## src/hdl/lca_pkg.sv

```systemverilog
// ============================================================================
// lca_pkg
// Shared types, sizes and codes for the binary-lifting LCA core.
// ============================================================================
package lca_pkg;

    localparam int NODES      = 1024;
    localparam int LEVELS     = 10;
    localparam int NODE_W     = 10;
    localparam int DEPTH_W    = 10;
    localparam int LVL_W      = (LEVELS > 1) ? $clog2(LEVELS) : 1;
    localparam int TAB_DEPTH  = NODES * LEVELS;
    localparam int TAB_AW     = $clog2(TAB_DEPTH);
    localparam int IN_DATA_W  = 40;
    localparam int OUT_DATA_W = 16;

    localparam logic OP_INSERT = 1'b0;
    localparam logic OP_QUERY  = 1'b1;

    typedef logic [NODE_W-1:0]  node_t;
    typedef logic [DEPTH_W-1:0] depth_t;
    typedef logic [LVL_W-1:0]   lvl_t;
    typedef logic [TAB_AW-1:0]  tab_addr_t;

    typedef enum logic {
        KIND_INSERT,
        KIND_QUERY
    } kind_t;

    typedef struct packed {
        kind_t kind;
        node_t child;
        node_t parent;
        node_t qa;
        node_t qb;
    } item_t;

    typedef struct packed {
        logic  valid;
        item_t item;
    } q_head_t;

    typedef enum logic [3:0] {
        ST_IDLE,
        ST_INS_WDEP,
        ST_INS_RD,
        ST_INS_WR,
        ST_Q_CMP,
        ST_Q_LIFT,
        ST_Q_LIFT_WT,
        ST_Q_EQ,
        ST_Q_UP,
        ST_Q_UP_WT,
        ST_Q_FIN,
        ST_Q_FIN_WT,
        ST_Q_OUT
    } state_t;

    // flat address of level j in the row of node n
    function automatic tab_addr_t row_addr(node_t n, lvl_t j);
        return TAB_AW'(int'(n) * LEVELS + int'(j));
    endfunction

endpackage

```

## src/hdl/lca_front.sv

```systemverilog
// ============================================================================
// lca_front
// Input acceptance, op decode and a two-entry command queue.
// ============================================================================
module lca_front
    import lca_pkg::*;
(
    input  logic                 clk,
    input  logic                 rst_n,
    input  logic                 s_tvalid,
    output logic                 s_tready,
    input  logic [IN_DATA_W-1:0] s_tdata,
    input  logic [0:0]           s_tuser,
    output q_head_t              q_head,
    input  logic                 q_pop
);

    item_t      entry_reg [2];
    logic       wr_ptr_reg, wr_ptr_next;
    logic       rd_ptr_reg, rd_ptr_next;
    logic [1:0] count_reg, count_next;

    item_t      in_item;
    logic       push;
    logic       xfer;

    // decode; an insert of the root is a no-op and is dropped here
    always_comb
    begin
        in_item.kind   = (s_tuser[0] == OP_QUERY) ? KIND_QUERY : KIND_INSERT;
        in_item.child  = s_tdata[NODE_W-1:0];
        in_item.parent = s_tdata[2*NODE_W-1:NODE_W];
        in_item.qa     = s_tdata[3*NODE_W-1:2*NODE_W];
        in_item.qb     = s_tdata[4*NODE_W-1:3*NODE_W];
    end

    assign s_tready = (count_reg != 2'd2);
    assign xfer     = s_tvalid && s_tready;
    assign push     = xfer && ((s_tuser[0] == OP_QUERY) || (in_item.child != '0));

    assign q_head.valid = (count_reg != 2'd0);
    assign q_head.item  = entry_reg[rd_ptr_reg];

    always_comb
    begin
        wr_ptr_next = wr_ptr_reg ^ push;
        rd_ptr_next = rd_ptr_reg ^ q_pop;
        count_next  = count_reg + {1'b0, push} - {1'b0, q_pop};
    end

    always_ff @(posedge clk or negedge rst_n)
    begin
        if (!rst_n)
        begin
            wr_ptr_reg <= 1'b0;
            rd_ptr_reg <= 1'b0;
            count_reg  <= 2'd0;
        end
        else
        begin
            wr_ptr_reg <= wr_ptr_next;
            rd_ptr_reg <= rd_ptr_next;
            count_reg  <= count_next;
        end
    end

    always_ff @(posedge clk)
    begin
        if (push)
        begin
            entry_reg[wr_ptr_reg] <= in_item;
        end
    end

endmodule

```

## config.mk

```make
export PLATFORM = sky130hd
export DESIGN_NAME = lca_front
export DESIGN_NICKNAME = d
export VERILOG_FILES = /design/src/hdl/lca_pkg.sv /design/src/hdl/lca_front.sv
export SDC_FILE = /design/constraint.sdc
export NUM_CORES = 1
export LEC_CHECK = 0
export BUFFER_PORTS_ARGS = -buffer_cell sky130_fd_sc_hd__buf_2
export CORE_MARGIN = 3
export CORE_UTILIZATION = 46
export DETAILED_ROUTE_END_ITERATION = 6
export GPL_TIMING_DRIVEN = 0
export PLACE_DENSITY = 0.8
export SLEW_MARGIN = 20
export SYNTH_ARGS = -nofsm -noshare
export SYNTH_HDL_FRONTEND = slang
export SYNTH_SLANG_ARGS = --single-unit
```

## constraint.sdc

```tcl
create_clock -name clk -period 2.2 [get_ports clk]
set_clock_uncertainty 0.05 [all_clocks]
set_input_delay 0.11 -clock clk [delete_from_list [all_inputs] [get_ports clk]]
set_output_delay 0.11 -clock clk [all_outputs]
set_load 0.01 [all_outputs]
```

==> Word level (Yosys, flattened, before mapping) <==
Memories as Yosys holds them, arrays and structs flattened.
Index checks and enable logic that the tools add are counted.
{ "totals": {"regBits": 4, "mem_bits_rw": 82, "wordCells": 17, "n_memories": 1} }
{ "memory_table": {"columns": ["memory", "depth", "word_bits", "rd", "rd_clocked_by_memory_dff", "write_ports", "line", "text"], "rows": [
  ["entry_reg", 2, 41, 1, 0, 1, "lca_front.sv:18", "item_t entry_reg [2];"]
]} }
{ "op_classes": {"addsub": 2, "n_eq_ne": 1, "mux": 3, "n_bitwise": 2, "n_reduce_logical": 5} }
{ "op_table": {"columns": ["cell", "n"], "rows": [
  ["$reduce_bool A10 Y1", 1],
  ["$mux W1", 3],
  ["$add A2 B1 Y2", 1],
  ["$logic_and A1 B1 Y1", 2],
  ["$ne A2 B2 Y1 const B", 1],
  ["$reduce_bool A2 Y1", 1],
  ["$sub A2 B1 Y2", 1],
  ["$xor A1 B1 Y1", 2],
  ["$logic_or A1 B1 Y1", 1]
]} }

==> Logic depth before layout (Yosys ltp) <==
{ "depth": {"ltp_word": 5, "ltp_mapped": 7, "ltp_nobuf": 7} }

==> Worst setup path after synthesis <==
Ideal clock, no wire load.
{ "synth_path": {"kind": "reg-to-reg", "from": "register count_reg[1]", "to": "memory entry_reg[1][0] (netlist bit) (enable)", "setup_time_ps": 403, "arrival_ps": 1780, "required_time_ps": 1747, "slack_ps": -32, "path_stages_with_launch": 4, "n_path_buf": 0, "period_less_slack_ps": 2232, "cell_sequence": "dfrtp_1 > nand2b_1 > o311a_1 > ha_1"} }
{ "synth_between": {"elab_chain_len": 5} }
{ "synth_rtl": {"columns": ["element", "line", "text"], "rows": [
  ["start: declaration", "lca_front.sv:21", "logic [1:0] count_reg, count_next;"],
  ["start signal: assignment", "lca_front.sv:63", "count_reg <= count_next;"],
  ["$ne A2 B2 Y1", "lca_front.sv:37", "assign s_tready = (count_reg != 2'd2);"],
  ["net s_tready", "lca_front.sv:11", "output logic s_tready,"],
  ["$logic_and A1 B1 Y1", "lca_front.sv:38", "assign xfer = s_tvalid && s_tready;"],
  ["$logic_and A1 B1 Y1", "lca_front.sv:39", "assign push = xfer && ((s_tuser[0] == OP_QUERY) || (in_item.child != '0));"],
  ["$mux W1", "lca_front.sv:69", "if (push)"],
  ["$mux W1 (implied by the code)", "lca_front.sv:71", "entry_reg[wr_ptr_reg] <= in_item;"],
  ["end: declaration", "lca_front.sv:18", null]
]} }
The timed path passes the listed nets, and every way through them passes these cells.

==> Final worst setup path <==
{ "layout_path": {"from": "input s_tdata[7]", "to": "memory entry_reg[1][6] (netlist bit) (enable)"} }
{ "layout_between": {"elab_chain_len": 5} }
{ "layout_rtl": {"columns": ["element", "line", "text"], "rows": [
  ["start: declaration", "lca_front.sv:12", "input logic [IN_DATA_W-1:0] s_tdata,"],
  ["$reduce_bool A10 Y1", "lca_front.sv:39", null],
  ["$logic_or A1 B1 Y1", "lca_front.sv:39", null],
  ["$logic_and A1 B1 Y1", "lca_front.sv:39", null],
  ["$mux W1", "lca_front.sv:69", null],
  ["$mux W1 (implied by the code)", "lca_front.sv:71", null]
]} }
No other way between the ends.

==> summary.txt <==
Outcome - finished with violations
Violated checks - negative setup slack
Int Pwr - 3470 uW
DR iter-0 viols - 61
Fmax - 0.4528 GHz
Synth top area cells - edfxtp_1, mux2_2, dfrtp_1, ha_1, buf_2
TritonCTS clock tree - done
Max FFs per register - 82
Drt total wl - 5925 um
Starting density of the core - 48.87%
First-pass GRT wire length - 8866 um
Worst-margin pin slew - 431.1 ps
Worst reg-to-reg path cell count - 4
Overall Power - 4996 uW
Yosys warns - 0
Fill cell count - 441
FF-to-FF setup slack - 310 ps
FF-to-FF Start - count_reg[1]
Slowest stage delay, CP - 530 ps
Max Cap Viol - 0
Vias in the first global route - 1858
Area leader, netlist - edfxtp_1
Critical path class - input pin to flop
Top-count cell post-synth - edfxtp_1
Clock transition at the registers of the reported paths - 80 ps
Yosys top cell area share - 77.15%
EDFF count, synth - 82
CP max stage cell - dlygate4sd3_1
Worst skew pair latency - 340 ps
Peak supply drop - 729.9 uV
Cell family with most CP delay - buffers and inverters
# nets final - 341
CP required - 2240 ps
Chip height - 89.30 um
ANT cells - 0
Hold_ws - 78.38 ps
Cell Area, Synth - 3192 um^2
Die area - 7974 um^2
Power Density - 1141 nW/um^2
Seq/Total Area, Yosys - 80.28%
Worst R2R End - entry_reg[1][6]
Number of library cell types mapped by synthesis - 16
Wire length per cell - 15.84 um
Vias post-DR - 1806
Synthesis-stage register bit count - 86
Syn_area_per_cell - 21.42 um^2
Largest net degree at the start of global routing - 28
Tcrit/Tclk final - 100.4%
Cells after DPL - 315
Die width - 89.30 um
CP Capture Type - flop
Share of flip-flops with an asynchronous set or reset - 4.651%
Sw frac - 30.55%
Final setup margin - -8.630 ps
Global route total overflow - 0
Final setup violation count - 10
Post-DR vias/cell - 4.829
IO Pins - 88
GP Congestion - 0.7564
Flop pwr share - 46.6%
FP Rows - 29
TritonRoute pass-1 iters - 4
Mapped Nets - 198
CP Launch Type - input pin
Worst rel slew slack - 71.26%
Core Area - 6531 um^2
DP HPWL - 3726 um
Max clock buf depth - 2
Clk sinks - 86
Sw Pwr - 1526 uW
Buf/Inv on CP - 3
DRC violations left - 0
Post-layout util - 67.05%
Leak - 0.001679 uW
Setup TNS - -17.79 ps
Num CTS Buffers - 9
Final-report hold violation count - 0
Crit path max fanout - 27
RSZ-0062 raised after global routing - yes
Min cycle time layout - 2209 ps
Overall Global Routing Usage - 15.48%
Slew Viols, Final - 0
Combinational share of power - 33.6%
Critical Path AT - 2250 ps
Mapped Cells - 149
Clock power frac - 19.9%
Detail Route Antenna Nets - 0
Post-cts resize count - 0
Worst hold path class - input pin to async pin
Root Buffer - clkbuf_8
Post-synth top cells - edfxtp_1, mux2_2, buf_2, dfrtp_1, ha_1
Area Growth Syn to Fin - 37.20%
Top_reg_cell synth - edfxtp_1
IO Port Bufs - 87
Cell breakdown of the critical path - dlygate4sd3_1 -> buf_2 -> or4_1 -> o311a_1 -> ha_2 -> buf_12
Share of cells above drive strength 1 - 51.85%
Initial antenna violation count - 0
H-tree Lvls - 3
Final std cells w/o fill - 374
==> through the flow <==
step	instance area, um^2	setup slack (ps)
finish	4379	-8.630
global route	4379	-66.60
CTS	4379	13.39
detailed placement	3769	135.0
global placement	3724	-546.6
floorplan	3192	-32.38
==> cell usage in the layout, fill, tap and decap left out, types with 2 or more instances in the layout <==
cell type	n
buf_12	2
buf_2	91
clkbuf_8	9
clkinv_4	2
dfrtp_1	4
dlygate4sd3_1	43
edfxtp_1	82
ha_1	2
ha_2	2
inv_1	3
inv_6	3
mux2_2	41
xnor2_1	2
==> kinds of logic after synthesis <==
logic type / Yosys count / synth area share (%)
xor+xnor: 3 / 0.8234
simple gates: 5 / 1.176
flops: 86 / 80.28
buf+inv: 8 / 1.097
mux: 41 / 14.46
fa+ha+maj: 4 / 1.568
compound gates: 2 / 0.5881
==> worst max path at each step <==
stage	start	end	slack (ps)	depth (start not counted)
after floorplan	count_reg[1]	entry_reg[1][0]	-30	3
after global placement	count_reg[1]	entry_reg[1][11]	-550	3
after detailed placement	s_tdata[1]	entry_reg[0][11]	130	5
after CTS	s_tdata[7]	entry_reg[1][6]	10	6
after global routing	s_tdata[7]	entry_reg[1][6]	-70	6
final	s_tdata[7]	entry_reg[1][6]	-9	6
==> power groups by stage <==
| stage | Combinational, uW | Clock, uW | Sequential [uW] |
|---|---|---|---|
| after global placement | 1560 | 0 | 2360 |
| after floorplan | 1010 | 0 | 2340 |
| final | 1680 | 994 | 2330 |
| after detailed placement | 1640 | 0 | 2360 |
| after CTS | 1710 | 1020 | 2330 |
| after global routing | 1840 | 1080 | 2360 |
==> routing by layer <==
| metal | vias to the layer above | track usage (%) | routed length [um] |
|---|---|---|---|
| met5 | - | 0 | 0 |
| met4 | 0 | 6.495 | 66 |
| met3 | 8 | 4.700 | 276 |
| met2 | 54 | 27.06 | 3143 |
| met1 | 872 | 17.60 | 2439 |
| li1 | 872 | - | - |
==> area by class of cell <==
class | instances | area (um^2) | area share [%]
Multi-Input combinational cell | 55 | 599.3 | 13.69
Sequential cell | 86 | 2562 | 58.51
Clock inverter | 7 | 56.30 | 1.286
Clock buffer | 9 | 123.9 | 2.829
Inverter | 3 | 11.26 | 0.2571
Tap cell | 77 | 96.34 | 2.200
Buffer | 5 | 23.77 | 0.5429
Timing Repair Buffer | 132 | 905.9 | 20.69
==> timing repair <==
action	in CTS	in global routing
hold buffers	43	0
endpoints found under the setup margin	0	54
endpoints found under the hold margin	87	0
buffers inserted	0	0
Note: power is estimated with default switching activity, not from simulation.
